$ cat src/rtl/pcc_pkg.sv
// Shared types, constants and series coefficient tables for the cosine curve evaluator.
package pcc_pkg;

  // Angle pi in unsigned Q2.30, rounded to nearest.
  localparam logic [31:0] PI_Q30 = 32'd3373259426;

  // Full-scale weight in Q1.14.
  localparam logic [14:0] WEIGHT_ONE = 15'd16384;

  // Number of correction terms in the sine series (through x^17).
  localparam logic [3:0] TAYLOR_TERMS = 4'd8;

  // Item kinds on the input channel.
  typedef enum logic {
    KIND_WRITE = 1'b0,
    KIND_EVAL  = 1'b1
  } pcc_kind_e;

  // Register decode on word address bit 2.
  typedef enum logic {
    REG_KNOT_COUNT  = 1'b0,
    REG_BASE_HEIGHT = 1'b1
  } pcc_reg_e;

  // Sequencer states.
  typedef enum logic [3:0] {
    ST_IDLE,
    ST_FIRST,
    ST_SCAN,
    ST_DIV,
    ST_XMUL,
    ST_X2MUL,
    ST_X2GET,
    ST_TMUL,
    ST_TRCP,
    ST_TCHK,
    ST_TUPD,
    ST_SQR,
    ST_SQGET,
    ST_YGET
  } pcc_state_e;

  // Status of the phase divider.
  typedef struct packed {
    logic busy;
    logic done;
  } pcc_div_stat_t;

  // Divisor (2k)(2k+1) of series term k.
  function automatic logic [8:0] taylor_div(input logic [3:0] k);
    case (k)
      4'd1:    return 9'd6;
      4'd2:    return 9'd20;
      4'd3:    return 9'd42;
      4'd4:    return 9'd72;
      4'd5:    return 9'd110;
      4'd6:    return 9'd156;
      4'd7:    return 9'd210;
      4'd8:    return 9'd272;
      default: return 9'd6;
    endcase
  endfunction

  // Shift that goes with the reciprocal of term k: 31 + ceil(log2(divisor)).
  function automatic logic [5:0] taylor_shift(input logic [3:0] k);
    case (k)
      4'd1:    return 6'd34;
      4'd2:    return 6'd36;
      4'd3:    return 6'd37;
      4'd4:    return 6'd38;
      4'd5:    return 6'd38;
      4'd6:    return 6'd39;
      4'd7:    return 6'd39;
      4'd8:    return 6'd40;
      default: return 6'd34;
    endcase
  endfunction

  // Truncated reciprocal floor(2^shift / divisor); the estimate is low by at most one.
  function automatic logic [31:0] taylor_recip(input logic [3:0] k);
    case (k)
      4'd1:    return 32'((64'd1 << 34) / 64'd6);
      4'd2:    return 32'((64'd1 << 36) / 64'd20);
      4'd3:    return 32'((64'd1 << 37) / 64'd42);
      4'd4:    return 32'((64'd1 << 38) / 64'd72);
      4'd5:    return 32'((64'd1 << 38) / 64'd110);
      4'd6:    return 32'((64'd1 << 39) / 64'd156);
      4'd7:    return 32'((64'd1 << 39) / 64'd210);
      4'd8:    return 32'((64'd1 << 40) / 64'd272);
      default: return 32'((64'd1 << 34) / 64'd6);
    endcase
  endfunction

endpackage

$ cat src/rtl/pcc_ram.sv
// Generic single-port-write, registered-read RAM.
module pcc_ram #(
  parameter int WIDTH = 32,
  parameter int DEPTH = 8
) (
  input  logic                     clk_i,
  input  logic                     we_i,
  input  logic [$clog2(DEPTH)-1:0] waddr_i,
  input  logic [WIDTH-1:0]         wdata_i,
  input  logic [$clog2(DEPTH)-1:0] raddr_i,
  output logic [WIDTH-1:0]         rdata_o
);

  logic [WIDTH-1:0] mem_q [DEPTH];
  logic [WIDTH-1:0] rdata_q;

  // Write port and registered read port.
  always_ff @(posedge clk_i) begin
    if (we_i) begin
      mem_q[waddr_i] <= wdata_i;
    end
    rdata_q <= mem_q[raddr_i];
  end

  assign rdata_o = rdata_q;

endmodule

$ cat src/rtl/pcc_mul.sv
// Shared 32 x 32 unsigned multiplier with a registered product.
module pcc_mul (
  input  logic        clk_i,
  input  logic [31:0] a_i,
  input  logic [31:0] b_i,
  output logic [63:0] prod_o
);

  logic [63:0] prod_q;

  // One product per cycle, available on the next cycle.
  always_ff @(posedge clk_i) begin
    prod_q <= 64'(a_i) * 64'(b_i);
  end

  assign prod_o = prod_q;

endmodule

$ cat src/rtl/pcc_div.sv
// Radix-2 restoring divider for the segment phase, one quotient bit per cycle.
module pcc_div
  import pcc_pkg::*;
#(
  parameter int PHASE_BITS = 10
) (
  input  logic                  clk_i,
  input  logic                  rst_ni,
  input  logic                  start_i,
  input  logic [15:0]           dx_i,
  input  logic [15:0]           width_i,
  output logic [PHASE_BITS:0]   quo_o,
  output pcc_div_stat_t         stat_o
);

  localparam int CW = $clog2(PHASE_BITS + 2);

  logic [16:0]         rem_q;
  logic [16:0]         rem_d;
  logic [16:0]         rem_sh;
  logic [15:0]         width_q;
  logic [PHASE_BITS:0] quo_q;
  logic [CW-1:0]       cnt_q;
  logic                busy_q;
  logic                done_q;
  logic                first_q;
  logic                bit_ge;

  // The first step compares the offset itself (it never exceeds the width), later steps double.
  always_comb begin
    rem_sh = first_q ? rem_q : {rem_q[15:0], 1'b0};
    bit_ge = rem_sh >= {1'b0, width_q};
    rem_d  = bit_ge ? (rem_sh - {1'b0, width_q}) : rem_sh;
  end

  // Control registers.
  always_ff @(posedge clk_i or negedge rst_ni) begin
    if (!rst_ni) begin
      busy_q  <= 1'b0;
      done_q  <= 1'b0;
      first_q <= 1'b0;
      cnt_q   <= '0;
    end else begin
      done_q <= 1'b0;
      if (start_i) begin
        busy_q  <= 1'b1;
        first_q <= 1'b1;
        cnt_q   <= CW'(PHASE_BITS + 1);
      end else if (busy_q) begin
        first_q <= 1'b0;
        cnt_q   <= cnt_q - CW'(1);
        if (cnt_q == CW'(1)) begin
          busy_q <= 1'b0;
          done_q <= 1'b1;
        end
      end
    end
  end

  // Remainder and quotient.
  always_ff @(posedge clk_i) begin
    if (start_i) begin
      rem_q   <= {1'b0, dx_i};
      width_q <= width_i;
      quo_q   <= '0;
    end else if (busy_q) begin
      rem_q <= rem_d;
      quo_q <= {quo_q[PHASE_BITS-1:0], bit_ge};
    end
  end

  assign quo_o       = quo_q;
  assign stat_o.busy = busy_q;
  assign stat_o.done = done_q;

endmodule

$ cat src/rtl/piecewise_cosine_curve_eval.sv
// Piecewise cosine curve evaluator: knot table, segment scan and cosine-weighted blend.
//
//   Channel  Handshake                     Payload
//   in       in_valid_i / in_stall_o      kind_i, knot_index_i, knot_x_i, knot_y_i, query_x_i
//   out      out_valid_o / out_stall_i    height_o, in_segment_o
//   cfg      psel, penable, pwrite, pready paddr, pwdata, prdata
//
// A knot write goes into the knot table. An evaluate with fewer than two knots answers with
// the base height without a scan, a miss once every knot has been scanned, and a hit passes
// through a start state, the scan states (one knot read each), the phase divider (skipped for a
// zero-width segment) and the multiplier states for the angle, its square, the series and weight.
// Reset clears the configuration registers and the sequencer; the knot table is not cleared.
// A new item is taken only once the previous result has been accepted downstream.
module piecewise_cosine_curve_eval
  import pcc_pkg::*;
#(
  parameter int MAX_KNOTS  = 8,
  parameter int PHASE_BITS = 10
) (
  input  logic               clk_i,
  input  logic               rst_ni,
  // Input items
  input  logic               in_valid_i,
  output logic               in_stall_o,
  input  logic               kind_i,
  input  logic [2:0]         knot_index_i,
  input  logic signed [15:0] knot_x_i,
  input  logic signed [15:0] knot_y_i,
  input  logic signed [15:0] query_x_i,
  // Result items
  output logic               out_valid_o,
  input  logic               out_stall_i,
  output logic signed [15:0] height_o,
  output logic               in_segment_o,
  // Configuration port
  input  logic               psel,
  input  logic               penable,
  input  logic               pwrite,
  input  logic [2:0]         paddr,
  input  logic [31:0]        pwdata,
  output logic [31:0]        prdata,
  output logic               pready
);

  localparam int          IDX_W  = $clog2(MAX_KNOTS);
  localparam int          CNT_W  = $clog2(MAX_KNOTS + 1);
  localparam logic [63:0] SPAN64 = 64'd1 << PHASE_BITS;

  // Configuration registers.
  logic [3:0]         knot_count_q;
  logic signed [15:0] base_height_q;
  logic               cfg_wr;

  // Sequencer and control.
  pcc_state_e         state_q, state_d;
  logic               out_valid_q;
  logic [IDX_W-1:0]   idx_q;
  logic [IDX_W-1:0]   last_q;
  logic [3:0]         k_q;
  logic               in_acc;
  logic               is_eval;
  logic [CNT_W-1:0]   n_eff;
  logic               enough_knots;

  // Knot RAM.
  logic               ram_we;
  logic [IDX_W-1:0]   ram_waddr;
  logic [IDX_W-1:0]   ram_raddr;
  logic [31:0]        ram_rdata;
  logic signed [15:0] rd_x;
  logic signed [15:0] rd_y;

  // Scan datapath.
  logic signed [15:0] q_q;
  logic signed [15:0] prev_x_q;
  logic signed [15:0] prev_y_q;
  logic signed [15:0] y0_q;
  logic               neg_q;
  logic [15:0]        mag_q;
  logic               hit;
  logic [16:0]        dx_full;
  logic [16:0]        w_full;
  logic signed [16:0] dy_full;
  logic [16:0]        dy_abs;

  // Divider.
  logic               div_start;
  logic [PHASE_BITS:0] div_quo;
  pcc_div_stat_t      div_stat;
  logic [PHASE_BITS:0] t_q;

  // Multiplier and weight datapath.
  logic [31:0]        mul_a;
  logic [31:0]        mul_b;
  logic [63:0]        prod;
  logic [31:0]        x_calc;
  logic [31:0]        x2_calc;
  logic [31:0]        v_calc;
  logic [31:0]        est_calc;
  logic [31:0]        x_q;
  logic [31:0]        x2_q;
  logic [31:0]        term_q;
  logic [31:0]        v_q;
  logic [31:0]        est_q;
  logic signed [33:0] sum_q;
  logic [31:0]        fix_rem;
  logic               fix_up;
  logic [31:0]        term_next;
  logic signed [33:0] sum_next;
  logic [31:0]        sum_clamp;
  logic [63:0]        f_raw;
  logic [14:0]        f_calc;

  // Final blend.
  logic [16:0]        pos_delta;
  logic [16:0]        neg_delta;
  logic signed [17:0] delta;
  logic signed [17:0] height_sum;

  // Output registers.
  logic signed [15:0] height_q;
  logic               in_seg_q;

  // Configuration port.
  assign pready = 1'b1;
  assign cfg_wr = psel && penable && pwrite;

  always_comb begin
    unique case (pcc_reg_e'(paddr[2]))
      REG_KNOT_COUNT:  prdata = {28'd0, knot_count_q};
      REG_BASE_HEIGHT: prdata = {{16{base_height_q[15]}}, base_height_q};
      default:         prdata = '0;
    endcase
  end

  always_ff @(posedge clk_i or negedge rst_ni) begin
    if (!rst_ni) begin
      knot_count_q  <= '0;
      base_height_q <= '0;
    end else if (cfg_wr) begin
      unique case (pcc_reg_e'(paddr[2]))
        REG_KNOT_COUNT:  knot_count_q  <= pwdata[3:0];
        REG_BASE_HEIGHT: base_height_q <= pwdata[15:0];
        default:         ;
      endcase
    end
  end

  // Input acceptance and effective knot count.
  assign in_stall_o   = (state_q != ST_IDLE) || out_valid_q;
  assign in_acc       = in_valid_i && !in_stall_o;
  assign is_eval      = (pcc_kind_e'(kind_i) == KIND_EVAL);
  assign n_eff        = (32'(knot_count_q) > MAX_KNOTS) ? CNT_W'(MAX_KNOTS)
                                                        : CNT_W'(knot_count_q);
  assign enough_knots = (n_eff >= CNT_W'(2));

  // Knot table, x in the upper half and y in the lower half.
  assign ram_we    = in_acc && !is_eval && (32'(knot_index_i) < MAX_KNOTS);
  assign ram_waddr = IDX_W'(knot_index_i);

  pcc_ram #(
    .WIDTH (32),
    .DEPTH (MAX_KNOTS)
  ) u_knot_ram (
    .clk_i   (clk_i),
    .we_i    (ram_we),
    .waddr_i (ram_waddr),
    .wdata_i ({knot_x_i, knot_y_i}),
    .raddr_i (ram_raddr),
    .rdata_o (ram_rdata)
  );

  assign rd_x = ram_rdata[31:16];
  assign rd_y = ram_rdata[15:0];

  // Segment test between the previous knot and the knot just read.
  assign hit     = (q_q >= prev_x_q) && (q_q <= rd_x);
  assign dx_full = {q_q[15], q_q} - {prev_x_q[15], prev_x_q};
  assign w_full  = {rd_x[15], rd_x} - {prev_x_q[15], prev_x_q};
  assign dy_full = {rd_y[15], rd_y} - {prev_y_q[15], prev_y_q};
  assign dy_abs  = dy_full[16] ? 17'(-dy_full) : 17'(dy_full);

  pcc_div #(
    .PHASE_BITS (PHASE_BITS)
  ) u_div (
    .clk_i   (clk_i),
    .rst_ni  (rst_ni),
    .start_i (div_start),
    .dx_i    (dx_full[15:0]),
    .width_i (w_full[15:0]),
    .quo_o   (div_quo),
    .stat_o  (div_stat)
  );

  pcc_mul u_mul (
    .clk_i  (clk_i),
    .a_i    (mul_a),
    .b_i    (mul_b),
    .prod_o (prod)
  );

  // Decoding of the product register in each state.
  assign x_calc   = 32'((prod + SPAN64) >> (PHASE_BITS + 1));
  assign x2_calc  = 32'((prod + (64'd1 << 29)) >> 30);
  assign v_calc   = 32'(prod >> 30);
  assign est_calc = 32'(prod >> taylor_shift(k_q));

  // The reciprocal estimate is at most one low; one compare fixes it.
  assign fix_rem   = v_q - prod[31:0];
  assign fix_up    = fix_rem >= {23'd0, taylor_div(k_q)};
  assign term_next = est_q + {31'd0, fix_up};
  assign sum_next  = k_q[0] ? (sum_q - $signed({2'b00, term_next}))
                            : (sum_q + $signed({2'b00, term_next}));

  // Sine clamped to [0, 1.0] in Q2.30, then squared into the Q1.14 weight.
  always_comb begin
    if (sum_q < 34'sd0) begin
      sum_clamp = '0;
    end else if (sum_q > 34'sd1073741824) begin
      sum_clamp = 32'd1 << 30;
    end else begin
      sum_clamp = sum_q[31:0];
    end
  end

  assign f_raw  = (prod + (64'd1 << 45)) >> 46;
  assign f_calc = (f_raw > 64'(WEIGHT_ONE)) ? WEIGHT_ONE : f_raw[14:0];

  // Height step: floor of the signed product over 2^14.
  assign pos_delta  = prod[30:14];
  assign neg_delta  = 17'((prod + 64'd16383) >> 14);
  assign delta      = neg_q ? -$signed({1'b0, neg_delta}) : $signed({1'b0, pos_delta});
  assign height_sum = $signed({{2{y0_q[15]}}, y0_q}) + delta;

  // Next state, RAM read address, divider start and multiplier operands.
  always_comb begin
    state_d   = state_q;
    ram_raddr = '0;
    div_start = 1'b0;
    mul_a     = '0;
    mul_b     = '0;
    unique case (state_q)
      ST_IDLE: begin
        if (in_acc && is_eval && enough_knots) begin
          state_d = ST_FIRST;
        end
      end
      ST_FIRST: begin
        ram_raddr = IDX_W'(1);
        state_d   = ST_SCAN;
      end
      ST_SCAN: begin
        ram_raddr = idx_q + IDX_W'(1);
        if (hit) begin
          if (w_full == '0) begin
            state_d = ST_XMUL;
          end else begin
            div_start = 1'b1;
            state_d   = ST_DIV;
          end
        end else if (idx_q == last_q) begin
          state_d = ST_IDLE;
        end
      end
      ST_DIV: begin
        if (div_stat.done) begin
          state_d = ST_XMUL;
        end
      end
      ST_XMUL: begin
        mul_a   = PI_Q30;
        mul_b   = 32'(t_q);
        state_d = ST_X2MUL;
      end
      ST_X2MUL: begin
        mul_a   = x_calc;
        mul_b   = x_calc;
        state_d = ST_X2GET;
      end
      ST_X2GET: begin
        state_d = ST_TMUL;
      end
      ST_TMUL: begin
        mul_a   = term_q;
        mul_b   = x2_q;
        state_d = ST_TRCP;
      end
      ST_TRCP: begin
        mul_a   = v_calc;
        mul_b   = taylor_recip(k_q);
        state_d = ST_TCHK;
      end
      ST_TCHK: begin
        mul_a   = est_calc;
        mul_b   = {23'd0, taylor_div(k_q)};
        state_d = ST_TUPD;
      end
      ST_TUPD: begin
        state_d = (k_q == TAYLOR_TERMS) ? ST_SQR : ST_TMUL;
      end
      ST_SQR: begin
        mul_a   = sum_clamp;
        mul_b   = sum_clamp;
        state_d = ST_SQGET;
      end
      ST_SQGET: begin
        mul_a   = {16'd0, mag_q};
        mul_b   = {17'd0, f_calc};
        state_d = ST_YGET;
      end
      ST_YGET: begin
        state_d = ST_IDLE;
      end
      default: begin
        state_d = ST_IDLE;
      end
    endcase
  end

  // State register.
  always_ff @(posedge clk_i or negedge rst_ni) begin
    if (!rst_ni) begin
      state_q <= ST_IDLE;
    end else begin
      state_q <= state_d;
    end
  end

  // Control counters and result valid.
  always_ff @(posedge clk_i or negedge rst_ni) begin
    if (!rst_ni) begin
      out_valid_q <= 1'b0;
      idx_q       <= '0;
      last_q      <= '0;
      k_q         <= '0;
    end else begin
      if (out_valid_q && !out_stall_i) begin
        out_valid_q <= 1'b0;
      end
      case (state_q)
        ST_IDLE: begin
          if (in_acc && is_eval) begin
            last_q <= IDX_W'(n_eff - CNT_W'(1));
            if (!enough_knots) begin
              out_valid_q <= 1'b1;
            end
          end
        end
        ST_FIRST: idx_q <= IDX_W'(1);
        ST_SCAN: begin
          if (!hit) begin
            idx_q <= idx_q + IDX_W'(1);
            if (idx_q == last_q) begin
              out_valid_q <= 1'b1;
            end
          end
        end
        ST_X2GET: k_q <= 4'd1;
        ST_TUPD:  k_q <= k_q + 4'd1;
        ST_YGET:  out_valid_q <= 1'b1;
        default:  ;
      endcase
    end
  end

  // Payload registers.
  always_ff @(posedge clk_i) begin
    case (state_q)
      ST_IDLE: begin
        if (in_acc && is_eval) begin
          q_q      <= query_x_i;
          height_q <= base_height_q;
          in_seg_q <= 1'b0;
        end
      end
      ST_FIRST: begin
        prev_x_q <= rd_x;
        prev_y_q <= rd_y;
      end
      ST_SCAN: begin
        prev_x_q <= rd_x;
        prev_y_q <= rd_y;
        if (hit) begin
          y0_q  <= prev_y_q;
          neg_q <= dy_full[16];
          mag_q <= dy_abs[15:0];
          t_q   <= '0;
        end else begin
          height_q <= base_height_q;
          in_seg_q <= 1'b0;
        end
      end
      ST_DIV: begin
        if (div_stat.done) begin
          t_q <= div_quo;
        end
      end
      ST_X2MUL: x_q <= x_calc;
      ST_X2GET: begin
        x2_q   <= x2_calc;
        term_q <= x_q;
        sum_q  <= $signed({2'b00, x_q});
      end
      ST_TRCP: v_q   <= v_calc;
      ST_TCHK: est_q <= est_calc;
      ST_TUPD: begin
        term_q <= term_next;
        sum_q  <= sum_next;
      end
      ST_YGET: begin
        height_q <= height_sum[15:0];
        in_seg_q <= 1'b1;
      end
      default: ;
    endcase
  end

  assign out_valid_o  = out_valid_q;
  assign height_o     = height_q;
  assign in_segment_o = in_seg_q;

  // The divider reports completion only while the sequencer waits for it.
  assert property (@(posedge clk_i) disable iff (!rst_ni)
    div_stat.done |-> (state_q == ST_DIV))
    else $error("divider done outside the divide wait");

  // While waiting, the divider is running or finishing.
  assert property (@(posedge clk_i) disable iff (!rst_ni)
    (state_q == ST_DIV) |-> (div_stat.busy || div_stat.done))
    else $error("divide wait with an idle divider");

  // The reciprocal estimate is never more than one below the true quotient.
  assert property (@(posedge clk_i) disable iff (!rst_ni)
    (state_q == ST_TUPD) |-> (fix_rem < {22'd0, taylor_div(k_q), 1'b0}))
    else $error("series term reciprocal out of tolerance");

  // A scan only starts with at least one segment to test.
  assert property (@(posedge clk_i) disable iff (!rst_ni)
    (state_q == ST_FIRST) |-> (last_q != '0))
    else $error("scan started without a segment");

endmodule

$ cat config.mk
export PLATFORM = sky130hd
export DESIGN_NAME = piecewise_cosine_curve_eval
export DESIGN_NICKNAME = d
export VERILOG_FILES = /design/src/rtl/pcc_pkg.sv /design/src/rtl/pcc_ram.sv /design/src/rtl/pcc_mul.sv /design/src/rtl/pcc_div.sv /design/src/rtl/piecewise_cosine_curve_eval.sv
export SDC_FILE = /design/constraint.sdc
export NUM_CORES = 2
export LEC_CHECK = 0
export ABC_AREA = 1
export BUFFER_PORTS_ARGS = -buffer_cell sky130_fd_sc_hd__buf_2
export CAP_MARGIN = 20
export CORE_UTILIZATION = 25
export DETAILED_ROUTE_END_ITERATION = 6
export REMOVE_ABC_BUFFERS = 1
export SYNTH_ARGS = -nofsm -noshare
export SYNTH_HDL_FRONTEND = slang
export SYNTH_SLANG_ARGS = --single-unit
export TNS_END_PERCENT = 20
$ cat constraint.sdc
create_clock -name clk_i -period 18.4 [get_ports clk_i]
set_clock_uncertainty 0.2 [all_clocks]
set_input_delay 1.84 -clock clk_i [delete_from_list [all_inputs] [get_ports clk_i]]
set_output_delay 1.84 -clock clk_i [all_outputs]
set_load 0.02 [all_outputs]
==> metrics.json <==
{
  "status": "finished with violations",
  "violations": "design-rule violations",
  "grt_remaining_overflow": 0,
  "share_of_the_core_filled_with_cells_in_the_final_layout_pct": 27.8,
  "critical-path-slowest-cell": "sky130_fd_sc_hd__dfxtp_1",
  "portBuffers": 126,
  "clock_tree_root_driver_cell": "sky130_fd_sc_hd__clkbuf_16",
  "min_path_type": "flip-flop to flip-flop",
  "num_io_pins": 146,
  "route.final.wire_length_microns": 259000,
  "drt_first_iter_violations": 6247,
  "die-width_microns": 555,
  "clk_transition_reported_paths_ns": 0.06,
  "core-area_sq_um": 303000,
  "synth-seq-area-share_pct": 27.4,
  "swShare_pct": 22.3,
  "criticalPathCategory": "flip-flop to flip-flop",
  "grt_antenna_before_repair": 25,
  "cts.sinks": 741,
  "netlist_area_sq_um": 76400,
  "drt_pre_antenna_iters": 7,
  "startpoint_type": "flip-flop",
  "worst-slew-pin-transition_ns": 1.18,
  "avgRoutedWirePerCell_microns": 19.8,
  "origin_of_the_worst_min_delay_path": "u_knot_ram.rdata_o[5]",
  "layout-drive-gt1-share_pct": 5.92,
  "r2r-start": "u_mul.prod_o[46]",
  "synth-seq-cells": 741,
  "route.vias.total": 62800,
  "post_cts_buffers": 0,
  "worst_path_most_repeated_cell": "sky130_fd_sc_hd__fa_1",
  "yosys_most_used_dff": "sky130_fd_sc_hd__edfxtp_1",
  "required_ns": 18.78,
  "max_cap_violations": 0,
  "cp_max_fo": 19,
  "die_area_sq_um": 308000,
  "start_util_pct": 25.2,
  "timing.setup.tns_ns": 0,
  "maxSlewHeadroom_pct": 20.2,
  "timing.rr.end": "u_mul.prod_o[61]",
  "count_of_nets_left_with_antenna_violations_after_detail_routing": 0,
  "power_leakage_nw": 38.5,
  "max_clock_freq_ghz": 0.0845,
  "pwr-share-clk_pct": 47.7,
  "internal-power_mw": 2.80,
  "finalWeightedCongestion": 0.981,
  "synth.yosys.warnings": 0,
  "number_of_global_route_vias_before_repair": 62400,
  "worstRegToRegCells": 34,
  "seq_power_share_pct": 50.4,
  "period_minus_slack_ns": 11.83,
  "hold-worst-slack_ns": 0.247,
  "final_hold_vios": 0,
  "ys_types": 71,
  "final-setup-viol-count": 0,
  "detailed_place_hpwl_microns": 200000,
  "ys_async_sr_fraction_pct": 5.67,
  "clock_tree.buffer_depth": 3,
  "crit_path_end": "u_mul.prod_o[61]",
  "floorplan.rows": 202,
  "cts_tree": "done",
  "irDropWorstVdd_uv": 70.5,
  "layout.cells.non_filler": 13100,
  "nNetsFinal": 10500,
  "wire_length_of_the_first_global_routing_pass_microns": 388000,
  "post_cts_hold_buffer_count": 0,
  "synth.avg_cell_area_sq_um": 8.39,
  "share_comb_of_total_power_pct": 1.9,
  "critPathMaxStageDelay_ns": 0.86,
  "endpoint_kind": "flip-flop",
  "cts_max_level": 3,
  "regToRegSetupSlack_ns": 6.57,
  "synth-edff-count": 591,
  "viasPerCell": 4.79,
  "worst_setup_path_startpoint": "u_mul.prod_o[46]",
  "placedCellCount": 13000,
  "postCtsResizedCells": 0,
  "largest_net_degree_at_the_start_of_global_routing": 93,
  "rsz_0062_raised_after_global_routing": "false",
  "die_h_microns": 555,
  "drt_drc_violations_left": 1,
  "global_route.usage.total_pct": 16.6,
  "area_growth_from_synthesis_to_layout_pct": 10.3,
  "critical_path_arrival_ns": 12.21,
  "power.net_switching_mw": 0.803,
  "tritoncts.num_buffers": 82,
  "synth_cells": 9099,
  "clkLatencyLatePin_ns": 0.73,
  "drv_slew": 0,
  "post-route-period-util_pct": 64.3,
  "pwr_density_cell_nw_per_um2": 42.7
}
==> critical path: cells and delay by family (launching register included) <==
family          cells  cell delay (ns)
simple gates       13             2.99
fa+ha+maj          10             4.97
flops               1             0.86
xor+xnor            1             0.34
compound gates      5             1.99
buf+inv             5             0.27
==> power groups by stage <==
stage | registers, mW | clock network [mW] | logic [mW]
after floorplan | 1.85 | 0 | 0.0353
after global placement | 1.85 | 0 | 0.0672
after detailed placement | 1.85 | 0 | 0.0694
after CTS | 1.81 | 1.74 | 0.0695
after global routing | 1.81 | 1.80 | 0.0764
final | 1.81 | 1.72 | 0.0688
==> layout by cell type (no fill, tap or decap), types with 201 or more instances in the layout <==
cell	instances
sky130_fd_sc_hd__o21ai_0	434
sky130_fd_sc_hd__nand3_1	243
sky130_fd_sc_hd__a21oi_1	567
sky130_fd_sc_hd__fa_1	903
sky130_fd_sc_hd__inv_1	1691
sky130_fd_sc_hd__edfxtp_1	591
sky130_fd_sc_hd__ha_1	451
sky130_fd_sc_hd__nor2_1	810
sky130_fd_sc_hd__nand2_1	1903
sky130_fd_sc_hd__xor2_1	201
==> through the flow <==
stage          worst slack, ns  instance area [sq um]  power (mW)
3_5_place_dp              6.78                  81300        1.92
4_1_cts                   6.72                  84200        3.62
6_report                  6.57                  84300        3.60
5_1_grt                   5.98                  84200        3.69
3_3_place_gp              6.69                  81300        1.92
2_1_floorplan             7.02                  74700        1.88
==> cells by family (layout without fill, tap and decap cells) <==
kind of cell | after synthesis | after routing | synth area share (%)
compound gates | 1364 | 1364 | 9.92
buf+inv | 2085 | 2131 | 10.7
simple gates | 3259 | 3259 | 17.5
xor+xnor | 280 | 280 | 3.21
fa+ha+maj | 1354 | 1354 | 31.1
mux | 14 | 14 | 0.203
other cells | 2 | 9 | 0.00983
flops | 741 | 741 | 27.4
==> area by class of cell <==
type	instances	area, sq um
Multi-Input combinational cell	6274	47400
Sequential cell	741	21000
Clock inverter	54	616
Fill cell	32600	219000
Tap cell	3978	4980
Timing Repair Buffer	243	1560
Inverter	1734	6510
Clock buffer	100	2200
Antenna cell	6	15.0
==> Yosys cell counts, drive strengths merged, types with 11 or more instances <==
cell type  count  area share (%)
clkbuf       179            0.88
a21o          23            0.23
edfxtp       591              23
xnor2         79            0.91
a31oi         69            0.59
a21boi        11            0.11
o211ai        70            0.69
xor2         201             2.3
o21ai        484             3.2
buf          172             1.3
nand3        254             1.8
nor3          87            0.63
ha           451             7.4
inv         1724             8.5
o22ai         38            0.31
nor2         829             4.1
nand3b        11            0.11
or2           47            0.39
a211oi        18            0.18
dfrtp         42             1.4
a221oi        18            0.21
a21oi        569             3.7
nand2       1919             9.5
nand4         65            0.54
dfxtp        108             2.8
mux2          12            0.18
o21bai        18            0.18
nor4          26            0.21
fa           903              24
o21a          12            0.12
==> sequential cells by signal (all words and copies together) (netlist names), 32 cells and up <==
name and count:
u_knot_ram.mem_q 256, est_q 32, term_q 32, v_q 32, u_mul.prod_o 64, sum_q 34, x2_q 32, x_q 32
u_knot_ram.rdata_o 32
==> routing by layer <==
| layer | up-vias | GRT usage (%) | routed length (microns) | part of all wire, % |
|---|---|---|---|---|
| met5 | - | 0 | 185 | 0.071 |
| met2 | 2679 | 26.9 | 117000 | 45 |
| met1 | 30900 | 21.6 | 106000 | 41 |
| li1 | 28700 | - | - | - |
| met3 | 604 | 2.93 | 22900 | 8.8 |
| met4 | 30 | 7.30 | 12800 | 4.9 |
==> worst min path at each step <==
stage                        endpoint  slack (ns)  depth (start not counted)
final                     prev_y_q[5]        0.25                          0
after global routing      prev_y_q[5]        0.26                          0
after CTS                     y0_q[4]        0.25                          0
after detailed placement      y0_q[5]        0.23                          0
after global placement        y0_q[4]        0.23                          0
after floorplan           prev_y_q[0]        0.21                          0
(Power assumes the default switching activity.)
